--- src/rtl/ps2md_pkg.sv ---
`default_nettype none
package ps2md_pkg;

  localparam int unsigned ByteW  = 8;
  localparam int unsigned DeltaW = 11;
  localparam int unsigned GainW  = 3;

  // Register indexes on the configuration port
  localparam logic [1:0] RegFormat    = 2'd0;
  localparam logic [1:0] RegThreshold = 2'd1;
  localparam logic [1:0] RegGain      = 2'd2;

  // Header byte bit positions
  localparam int unsigned HdrLeft   = 0;
  localparam int unsigned HdrRight  = 1;
  localparam int unsigned HdrMiddle = 2;
  localparam int unsigned HdrSignX  = 4;
  localparam int unsigned HdrSignY  = 5;
  localparam int unsigned HdrOvfX   = 6;
  localparam int unsigned HdrOvfY   = 7;

  localparam logic [GainW-1:0] GainMin = 3'd1;
  localparam logic [GainW-1:0] GainMax = 3'd4;

  typedef struct packed {
    logic [ByteW-1:0] threshold;
    logic [GainW-1:0] gain;
    logic             wheel_fmt;
  } cfg_t;

  typedef struct packed {
    logic signed [DeltaW-1:0] dx;
    logic signed [DeltaW-1:0] dy;
    logic                     btn_middle;
    logic                     btn_right;
    logic                     btn_left;
  } pkt_t;

endpackage
`default_nettype wire

--- src/rtl/ps2md_front.sv ---
`default_nettype none
module ps2md_front (
  input  wire                 clk_i,
  input  wire                 rst_ni,
  input  ps2md_pkg::cfg_t     cfg_i,
  input  wire                 byte_valid_i,
  output logic                byte_ready_o,
  input  wire  [7:0]          byte_i,
  output logic                push_o,
  output ps2md_pkg::pkt_t     pkt_o,
  input  wire                 full_i
);
  import ps2md_pkg::*;

  logic [1:0]       pos_q, pos_d;
  logic [ByteW-1:0] hdr_q, x_q, y_q;
  logic [1:0]       last_pos;
  logic             take, complete, drop;
  logic [ByteW-1:0] y_cur;
  logic signed [8:0]  dx9, dy9;
  logic [8:0]       abs_x, abs_y;
  logic [GainW-1:0] gain;
  logic             accel;
  logic signed [12:0] mul_x, mul_y;

  assign byte_ready_o = !full_i;
  assign take         = byte_valid_i && byte_ready_o;
  assign last_pos     = cfg_i.wheel_fmt ? 2'd3 : 2'd2;
  assign complete     = (pos_q >= last_pos);
  assign pos_d        = complete ? 2'd0 : pos_q + 2'd1;

  // The Y byte may be arriving right now in the short format
  assign y_cur = (pos_q == 2'd2) ? byte_i : y_q;

  assign drop = !cfg_i.wheel_fmt && (hdr_q[HdrOvfX] || hdr_q[HdrOvfY]);

  assign dx9 = $signed({hdr_q[HdrSignX], x_q});
  assign dy9 = $signed({hdr_q[HdrSignY], y_cur});

  assign abs_x = dx9[8] ? 9'(-dx9) : 9'(dx9);
  assign abs_y = dy9[8] ? 9'(-dy9) : 9'(dy9);
  assign accel = (abs_x > {1'b0, cfg_i.threshold}) || (abs_y > {1'b0, cfg_i.threshold});

  always_comb begin
    gain = cfg_i.gain;
    if (cfg_i.gain < GainMin) gain = GainMin;
    else if (cfg_i.gain > GainMax) gain = GainMax;
    if (!accel) gain = GainMin;
  end

  assign mul_x = dx9 * $signed({1'b0, gain});
  assign mul_y = dy9 * $signed({1'b0, gain});

  assign push_o           = take && complete && !drop;
  assign pkt_o.dx         = mul_x[DeltaW-1:0];
  assign pkt_o.dy         = mul_y[DeltaW-1:0];
  assign pkt_o.btn_left   = hdr_q[HdrLeft];
  assign pkt_o.btn_right  = hdr_q[HdrRight];
  assign pkt_o.btn_middle = hdr_q[HdrMiddle];

  always_ff @(posedge clk_i or negedge rst_ni) begin
    if (!rst_ni) begin
      pos_q <= 2'd0;
      hdr_q <= '0;
      x_q   <= '0;
      y_q   <= '0;
    end else if (take) begin
      pos_q <= pos_d;
      if (pos_q == 2'd0) hdr_q <= byte_i;
      if (pos_q == 2'd1) x_q   <= byte_i;
      if (pos_q == 2'd2) y_q   <= byte_i;
    end
  end

endmodule
`default_nettype wire

--- src/rtl/ps2md_fifo.sv ---
`default_nettype none
module ps2md_fifo (
  input  wire                 clk_i,
  input  wire                 rst_ni,
  input  wire                 push_i,
  input  ps2md_pkg::pkt_t     pkt_i,
  output logic                full_o,
  input  wire                 pop_i,
  output logic                empty_o,
  output ps2md_pkg::pkt_t     pkt_o
);
  import ps2md_pkg::*;

  pkt_t       mem_q [2];
  logic       wr_q, rd_q;
  logic [1:0] cnt_q;

  assign full_o  = (cnt_q == 2'd2);
  assign empty_o = (cnt_q == 2'd0);
  assign pkt_o   = mem_q[rd_q];

  always_ff @(posedge clk_i) begin
    if (push_i) mem_q[wr_q] <= pkt_i;
  end

  always_ff @(posedge clk_i or negedge rst_ni) begin
    if (!rst_ni) begin
      wr_q  <= 1'b0;
      rd_q  <= 1'b0;
      cnt_q <= 2'd0;
    end else begin
      if (push_i) wr_q <= !wr_q;
      if (pop_i)  rd_q <= !rd_q;
      unique case ({push_i, pop_i})
        2'b10:   cnt_q <= cnt_q + 2'd1;
        2'b01:   cnt_q <= cnt_q - 2'd1;
        default: cnt_q <= cnt_q;
      endcase
    end
  end

endmodule
`default_nettype wire

--- src/rtl/ps2md_back.sv ---
`default_nettype none
module ps2md_back #(
  parameter int unsigned POS_WIDTH = 16
) (
  input  wire                 clk_i,
  input  wire                 rst_ni,
  input  wire                 empty_i,
  input  ps2md_pkg::pkt_t     pkt_i,
  output logic                pop_o,
  output logic                out_valid_o,
  input  wire                 out_ready_i,
  output logic [15:0]         pos_x_o,
  output logic [15:0]         pos_y_o,
  output ps2md_pkg::pkt_t     pkt_o
);
  import ps2md_pkg::*;

  localparam int unsigned SW = ((POS_WIDTH > DeltaW) ? POS_WIDTH : DeltaW) + 1;
  localparam int unsigned OW = ((POS_WIDTH > 16) ? POS_WIDTH : 16) + 1;
  localparam logic signed [SW-1:0] PMax = {{(SW-POS_WIDTH+1){1'b0}}, {(POS_WIDTH-1){1'b1}}};
  localparam logic signed [SW-1:0] PMin = ~PMax;

  logic signed [POS_WIDTH-1:0] cur_x_q, cur_y_q, new_x, new_y;
  logic signed [SW-1:0]        sum_x, sum_y;
  logic [OW-1:0]               ext_x, ext_y;
  logic                        valid_q;
  logic [15:0]                 px_q, py_q;
  pkt_t                        pkt_q;

  assign pop_o = !empty_i && (!valid_q || out_ready_i);

  assign sum_x = $signed({{(SW-POS_WIDTH){cur_x_q[POS_WIDTH-1]}}, cur_x_q})
               + $signed({{(SW-DeltaW){pkt_i.dx[DeltaW-1]}}, pkt_i.dx});
  assign sum_y = $signed({{(SW-POS_WIDTH){cur_y_q[POS_WIDTH-1]}}, cur_y_q})
               - $signed({{(SW-DeltaW){pkt_i.dy[DeltaW-1]}}, pkt_i.dy});

  // Clamp to the signed position range
  always_comb begin
    if (sum_x > PMax)      new_x = PMax[POS_WIDTH-1:0];
    else if (sum_x < PMin) new_x = PMin[POS_WIDTH-1:0];
    else                   new_x = sum_x[POS_WIDTH-1:0];
    if (sum_y > PMax)      new_y = PMax[POS_WIDTH-1:0];
    else if (sum_y < PMin) new_y = PMin[POS_WIDTH-1:0];
    else                   new_y = sum_y[POS_WIDTH-1:0];
  end

  assign ext_x = {{(OW-POS_WIDTH){new_x[POS_WIDTH-1]}}, new_x};
  assign ext_y = {{(OW-POS_WIDTH){new_y[POS_WIDTH-1]}}, new_y};

  always_ff @(posedge clk_i or negedge rst_ni) begin
    if (!rst_ni) begin
      valid_q <= 1'b0;
      cur_x_q <= '0;
      cur_y_q <= '0;
    end else begin
      if (pop_o) begin
        valid_q <= 1'b1;
        cur_x_q <= new_x;
        cur_y_q <= new_y;
      end else if (out_ready_i) begin
        valid_q <= 1'b0;
      end
    end
  end

  always_ff @(posedge clk_i) begin
    if (pop_o) begin
      px_q  <= ext_x[15:0];
      py_q  <= ext_y[15:0];
      pkt_q <= pkt_i;
    end
  end

  assign out_valid_o = valid_q;
  assign pos_x_o     = px_q;
  assign pos_y_o     = py_q;
  assign pkt_o       = pkt_q;

endmodule
`default_nettype wire

--- src/rtl/ps2md_packet_decoder_core.sv ---
// PS/2 mouse packet decoder.
// Raw mouse bytes enter on the s_axis channel, one byte per beat in tdata.
// Bytes are framed into 3-byte packets, or 4-byte wheel packets when
// packet_format is set (the fourth byte is discarded). Each finished packet
// yields one beat on m_axis with the new saturated pointer position, the
// three buttons and the accelerated deltas. In the 3-byte format a packet
// whose header carries an overflow bit is dropped and yields no beat.
// Registers are written through cfg_we_i / cfg_index_i / cfg_data_i:
// index 0 packet_format, 1 accel_threshold, 2 accel_gain. Write them only
// while the block is idle.
// Throughput: one byte per cycle while the queue is not full. The front
// framer decodes and scales a packet in the cycle its final byte is taken
// and pushes it into a two-entry queue; the back end pops one packet per
// cycle while the output register is free or m_axis_tready is high, adds
// it to the position accumulator and holds it in the output register.
// When m_axis_tready is low the output beat holds, the queue fills, and
// s_axis_tready drops once both queue entries are taken.
// Reset clears the framer, the position (0, 0) and the queue, and loads
// packet_format 0, accel_threshold 5 and accel_gain 2.
`default_nettype none
module ps2_mouse_packet_decoder_core #(
  parameter int unsigned POS_WIDTH = 16
) (
  input  wire         clk_i,
  input  wire         rst_ni,
  input  wire         cfg_we_i,
  input  wire  [1:0]  cfg_index_i,
  input  wire  [7:0]  cfg_data_i,
  input  wire         s_axis_tvalid,
  output logic        s_axis_tready,
  input  wire  [7:0]  s_axis_tdata,   // [7:0] data_byte
  output logic        m_axis_tvalid,
  input  wire         m_axis_tready,
  // [15:0] pos_x, [31:16] pos_y, [32] button_left, [33] button_right,
  // [34] button_middle, [45:35] delta_x, [56:46] delta_y, [63:57] zero
  output logic [63:0] m_axis_tdata
);
  import ps2md_pkg::*;

  cfg_t        cfg_q;
  logic        push, full, pop, empty;
  pkt_t        front_pkt, head_pkt, out_pkt;
  logic [15:0] pos_x, pos_y;

  // Configuration registers
  always_ff @(posedge clk_i or negedge rst_ni) begin
    if (!rst_ni) begin
      cfg_q.wheel_fmt <= 1'b0;
      cfg_q.threshold <= 8'd5;
      cfg_q.gain      <= 3'd2;
    end else if (cfg_we_i) begin
      unique case (cfg_index_i)
        RegFormat:    cfg_q.wheel_fmt <= cfg_data_i[0];
        RegThreshold: cfg_q.threshold <= cfg_data_i;
        RegGain:      cfg_q.gain      <= cfg_data_i[GainW-1:0];
        default:      ;
      endcase
    end
  end

  ps2md_front u_front (
    .clk_i        (clk_i),
    .rst_ni       (rst_ni),
    .cfg_i        (cfg_q),
    .byte_valid_i (s_axis_tvalid),
    .byte_ready_o (s_axis_tready),
    .byte_i       (s_axis_tdata),
    .push_o       (push),
    .pkt_o        (front_pkt),
    .full_i       (full)
  );

  ps2md_fifo u_fifo (
    .clk_i   (clk_i),
    .rst_ni  (rst_ni),
    .push_i  (push),
    .pkt_i   (front_pkt),
    .full_o  (full),
    .pop_i   (pop),
    .empty_o (empty),
    .pkt_o   (head_pkt)
  );

  ps2md_back #(
    .POS_WIDTH (POS_WIDTH)
  ) u_back (
    .clk_i       (clk_i),
    .rst_ni      (rst_ni),
    .empty_i     (empty),
    .pkt_i       (head_pkt),
    .pop_o       (pop),
    .out_valid_o (m_axis_tvalid),
    .out_ready_i (m_axis_tready),
    .pos_x_o     (pos_x),
    .pos_y_o     (pos_y),
    .pkt_o       (out_pkt)
  );

  // Pack the beat: last field in the top bits, pad with zeros to 64 bits
  assign m_axis_tdata = {7'd0, out_pkt.dy, out_pkt.dx, out_pkt.btn_middle,
                         out_pkt.btn_right, out_pkt.btn_left, pos_y, pos_x};

endmodule
`default_nettype wire
--- config.mk ---
export PLATFORM = sky130hd
export DESIGN_NAME = ps2_mouse_packet_decoder_core
export DESIGN_NICKNAME = d
export VERILOG_FILES = /design/src/rtl/ps2md_pkg.sv /design/src/rtl/ps2md_front.sv /design/src/rtl/ps2md_fifo.sv /design/src/rtl/ps2md_back.sv /design/src/rtl/ps2md_packet_decoder_core.sv
export SDC_FILE = /design/constraint.sdc
export NUM_CORES = 1
export LEC_CHECK = 0
export BUFFER_PORTS_ARGS = -buffer_cell sky130_fd_sc_hd__buf_2
export CORE_MARGIN = 4
export CORE_UTILIZATION = 30
export DETAILED_ROUTE_END_ITERATION = 7
export GPL_TIMING_DRIVEN = 0
export PLACE_DENSITY = 0.47
export SLEW_MARGIN = 15
export SYNTH_ARGS = -nofsm -noshare
export SYNTH_HDL_FRONTEND = slang
export SYNTH_SLANG_ARGS = --single-unit
--- constraint.sdc ---
create_clock -name clk_i -period 16.7 [get_ports clk_i]
set_clock_uncertainty 0.2 [all_clocks]
set_input_delay 0.835 -clock clk_i [delete_from_list [all_inputs] [get_ports clk_i]]
set_output_delay 0.835 -clock clk_i [all_outputs]
set_load 0.01 [all_outputs]
* Word level (Yosys, flattened, before mapping) *
Memories as Yosys holds them, arrays and structs flattened.
Index checks and enable logic that the tools add are counted.

storage, ports and cells
  input port bits = 23
  word-level logic and storage cells = 88
  memories kept = 1
  bits in writable memories = 50
  register bits = 132
  output and inout bits = 66

memory list
  memory        words  bits a word  read ports  clocked after Yosys merged registers in  wr ports  RTL line          source
  u_fifo.mem_q  2      25           1           0                                        1         ps2md_fifo.sv:14  pkt_t mem_q [2];

operators by class
  order comparisons = 9
  multipliers = 2
  $add $sub $neg = 7
  reductions and logical operators = 25
  mux-type cells = 17
  equality and inequality tests = 7

operators by type and width
  operator                                                                 count
  16-bit two-way mux                                                       4
  17-bit by 16-bit > comparator with 1-bit output (second input constant)  2
  17-bit by 16-bit < comparator with 1-bit output (second input constant)  2
  9-bit by 4-bit multiplier with 11-bit output                             2
  9-bit by 8-bit > comparator with 1-bit output                            2
  9-bit two-way mux                                                        2
  9-bit negator                                                            2
  16-bit by 11-bit adder with 17-bit output                                1
  16-bit by 11-bit subtractor with 17-bit output                           1
  2-bit AND reduction                                                      5
  3-bit two-way mux                                                        3
  2-bit == test (second input constant)                                    4
  8-bit two-way mux                                                        1
  1-bit logical NOT                                                        7
  2-bit by 1-bit == test with 1-bit output (second input constant)         3
  2-bit logical NOT                                                        3
  1-bit logical AND                                                        5
  1-bit two-way mux                                                        5
  2-bit by 1-bit adder with 2-bit output (second input constant)           2
  2-bit case mux with 2 select lines                                       1
  2-bit nonzero test                                                       2
  3-bit > comparator (second input constant)                               1
  1-bit logical OR                                                         3
  3-bit by 1-bit < comparator with 1-bit output (second input constant)    1
  other kinds (3)                                                          3

* Longest topological paths before layout *
  word-level depth = 8
  depth in mapped cells = 28
  mapped depth without buffers = 26

* Modules after synthesis *
Synthesis repeated with hierarchy kept, for this count alone.

second synthesis, totals
  cells, all modules = 1,000
  area total of the unflattened synthesis = 11,079.4 um^2

modules (own cells, without submodules)
  module                         area an instance (um^2)  sequential area each (um^2)  times used  cells an instance
  ps2md_back                     4,929.7                  2,537.4                      1           456
  ps2md_front                    3,529.6                  625.6                        1           415
  ps2md_fifo                     2,089.5                  1,601.5                      1           94
  ps2_mouse_packet_decoder_core  530.5                    304.0                        1           35

* Worst setup path after synthesis *
Ideal clock, no wire load.

  path type = reg-to-reg
  start point = reg u_front.pos_q[0]
  end point = mem u_fifo.mem_q[0][13] (netlist name) (data pin)
  required time = 16,236 ps
  period minus slack after synthesis = 6,041 ps
  path buffers = 2
  cell stages (with the launch flop) = 27
  data arrival time = 5,577 ps
  library setup time = 264 ps
  path slack = 10,659 ps
  cell sequence = dfrtp_1 -> inv_1 -> ha_1 -> buf_2 -> mux2i_1 -> ha_1 -> o221ai_1 -> nand2_1 -> xor2_1 -> ha_1 -> a22oi_1 -> and4b_1 -> a211oi_1 -> a311o_1 -> nand2_1 -> clkbuf_1 -> nor2_1 -> ha_1 -> fa_1 -> fa_1 -> a21o_1 -> a21oi_1 -> o21ai_0 -> o21ai_0 -> nand2b_1 -> a21oi_1 -> xnor2_1

RTL lines
  what                    RTL line           source
  from (decl)             ps2md_front.sv:15  logic [1:0] pos_q, pos_d;
  from (signal assigned)  ps2md_front.sv:68  pos_q <= pos_d;
  to (decl)               ps2md_fifo.sv:14

==> impl_metrics.csv <==
group,metric,value,unit
drt,viasPerCell,4.65,
cts,cts_hold_buf,0,
grt,antenna_found_initial,0,
grt,grt_pass1_vias,7143,
status,status,"finished, final reports clean",
sta,timing.setup.tns,0,ns
worst_setup_path,r2r_start,"u_front.pos_q[0]",
drt,wl_per_cell,15.6,um
place,detailed_place_hpwl,17800,um
place,dpl_worst_slack,9.48,ns
sta,finalSetupViolCount,0,
drt,antenna_left,0,
yosys,synth_area,10700,sq um
cells_and_area,finish.instance_area,12400,sq um
sta,max_slew_margin,39.2,%
floorplanning,start_util,30.7,%
floorplanning,rows,68,
grt,track_usage,12.5,%
worst_setup_path,crit_arrival,7.22,ns
cells_and_area,drive_gt1_share,21.0,%
place,portBuffers,81,
drt,vias,7037,
drt,drt-pass1-iter-count,4,
floorplanning,die_w,197,um
cts,insertion_delay,0.44,ns
place,placed_cell_area,11800,sq um
flow_run,maxCapViolCount,0,
grt,grt_pass1_wl,38600,um
drt,drtIter0Drc,252,
sta,setup_ws,9.44,ns
worst_setup_path,max_stage_delay,0.64,ns
sta,worst_slew_pin_slew,0.887,ns
cts,cts.clk_slew.worst_paths,0.08,ns
cts,post_cts_resized,0,
cells_and_area,layout_common_cells,"edfxtp_1 (107), ha_1 (91), buf_2 (85), inv_1 (78), dfrtp_1 (71)",
worst_setup_path,critPathSlowestCell,"mux2i_1",
worst_setup_path,r2r_slack,9.44,ns
worst_setup_path,crit_required,16.67,ns
floorplanning,die_area,38700,sq um
cells_and_area,fillers,3515,
floorplanning,core-area,34900,sq um
cts,cts_setup_buffers,0,
yosys,synth-edff-count,107,
drt,drt-total-wl,23500,um
yosys,async_flop_share,40.9,%
cts,root_buffer,"clkbuf_16",
cts,cts_buffer_depth,2,
worst_setup_path,critPathMaxFanout,10,
sta,rsz0062_at_grt,"no",
worst_setup_path,end_kind,"flop",
yosys,synthCells,936,
yosys,yosys_most_used_dff,"edfxtp_1",
place,gp_congestion,0.809,
cts,cts_buffers,17,
yosys,syn_area_per_cell,11.4,sq um
cells_and_area,diodes,0,
yosys,ys_ff_latch,181,
cts,htreeDepth,4,
cts,cts.sinks,181,
worst_setup_path,regToRegEndpoint,"u_fifo.mem_q[0][13]",
yosys,yosys_warnings,0,
yosys,yosysSeqAreaShare,47.4,%
cts,cts_tree,"built",
floorplanning,die_h,197,um
floorplanning,pin_count,89,
grt,overflow,0,
sta,report.final.hold_viol_count,0,
worst_setup_path,setup.worst_path.class,"reg -> reg",
cells_and_area,layout_commonest_cell,"edfxtp_1",
grt,grt_max_degree,49,
sta,drv_slew,0,
drt,drc,0,
sta,period_share,43.5,%
sta,timing.fmax,138,MHz
hold_path,hold_path.class,"in -> async",
worst_setup_path,reg2reg_depth,27,
sta,timing.final.crit_period,7.26,ns
yosys,synth_cell_types,70,
cells_and_area,fin_nets,1176,
worst_setup_path,path_common_cell,"ha_1",
worst_setup_path,crit_path_start_kind,"flop",
cells_and_area,area_growth,15.5,%
## worst max path at each step
stage	from	to	slack (ns)	cells after the start
2_1_floorplan	u_front.pos_q[0]	u_fifo.mem_q[0][13]	10.66	26
6_report	u_front.pos_q[0]	u_fifo.mem_q[0][13]	9.44	27
4_1_cts	u_front.pos_q[0]	u_fifo.mem_q[0][13]	9.45	27
5_1_grt	u_front.pos_q[0]	u_fifo.mem_q[0][13]	8.97	27
3_3_place_gp	u_front.pos_q[0]	u_fifo.mem_q[0][13]	9.45	27
3_5_place_dp	u_front.pos_q[0]	u_fifo.mem_q[0][13]	9.48	27
## flip-flops by register name (all words and copies together) (netlist names)
name,cells
u_fifo.mem_q,50
u_back.pkt_o,25
u_back.cur_x_q,16
u_back.cur_y_q,16
u_back.pos_x_o,16
u_back.pos_y_o,16
cfg_q,12
u_front.x_q,8
u_front.y_q,8
u_front.hdr_q,7
u_fifo.cnt_q,2
u_front.pos_q,2
u_back.out_valid_o,1
u_fifo.rd_q,1
u_fifo.wr_q,1
## per-stage QoR
stage	cells	util (%)	hold WS, ns
detailed placement	1480	33.7	0.269
CTS	1512	35.4	0.123
global route	1512	35.4	0.131
finish	1512	35.4	0.133
global placement	1478	33.5	0.251
floorplan	942	-	0.237
## synthesized netlist by cell type, types with 17 or more instances
cell	count	share of area, %
mux2i_1	18	1.7
a21oi_1	54	2.5
and3_1	17	0.99
nor2_1	60	2.1
mux2_2	61	6.4
o21ai_0	36	1.7
ha_1	91	11
nand2_1	62	2.2
edfxtp_1	107	30
xor2_1	21	1.7
inv_1	78	2.7
dfrtp_1	71	17
fa_1	18	3.4
xnor2_1	37	3.0
## area by class of cell
cell class	instances	area (sq um)	area share [%]
multi-input combinational	651	5210	42.1
clock inverter	12	144	1.16
timing repair buffer	83	463	3.75
tap	455	569	4.61
inverter	78	293	2.37
clock buffer	20	437	3.54
sequential	181	5070	41.0
buffer	32	171	1.39
## critical path: cells and delay by family (launching register included)
kind | cells | cell delay (ns)
AND/OR/NAND/NOR | 5 | 0.69
multiplexers | 1 | 0.64
buffers and inverters | 3 | 0.88
AO/OA/AOI/OAI | 9 | 1.79
XOR/XNOR | 2 | 0.33
adder cells (fa/ha/maj) | 7 | 2.08
flip-flops | 1 | 0.41
## routing by layer
metal	GRT usage [%]	up-vias	routed length (um)
met5	0	-	0
met4	3.03	0	163
met3	3.21	7	1030
met2	19.9	105	10700
met1	17.2	3385	11600
li1	-	3540	-
## cell families after synthesis
family	after synthesis	synth area share, %
AO/OA/AOI/OAI	176	10.9
XOR/XNOR	58	4.75
buffers and inverters	110	4.30
AND/OR/NAND/NOR	220	10.1
flip-flops	181	47.4
other	1	0.0351
multiplexers	81	8.53
adder cells (fa/ha/maj)	109	14.0
Power is left out: the tool's default activity adds up to more than one toggle a clock period on the data nets, which glitch-free logic cannot reach.
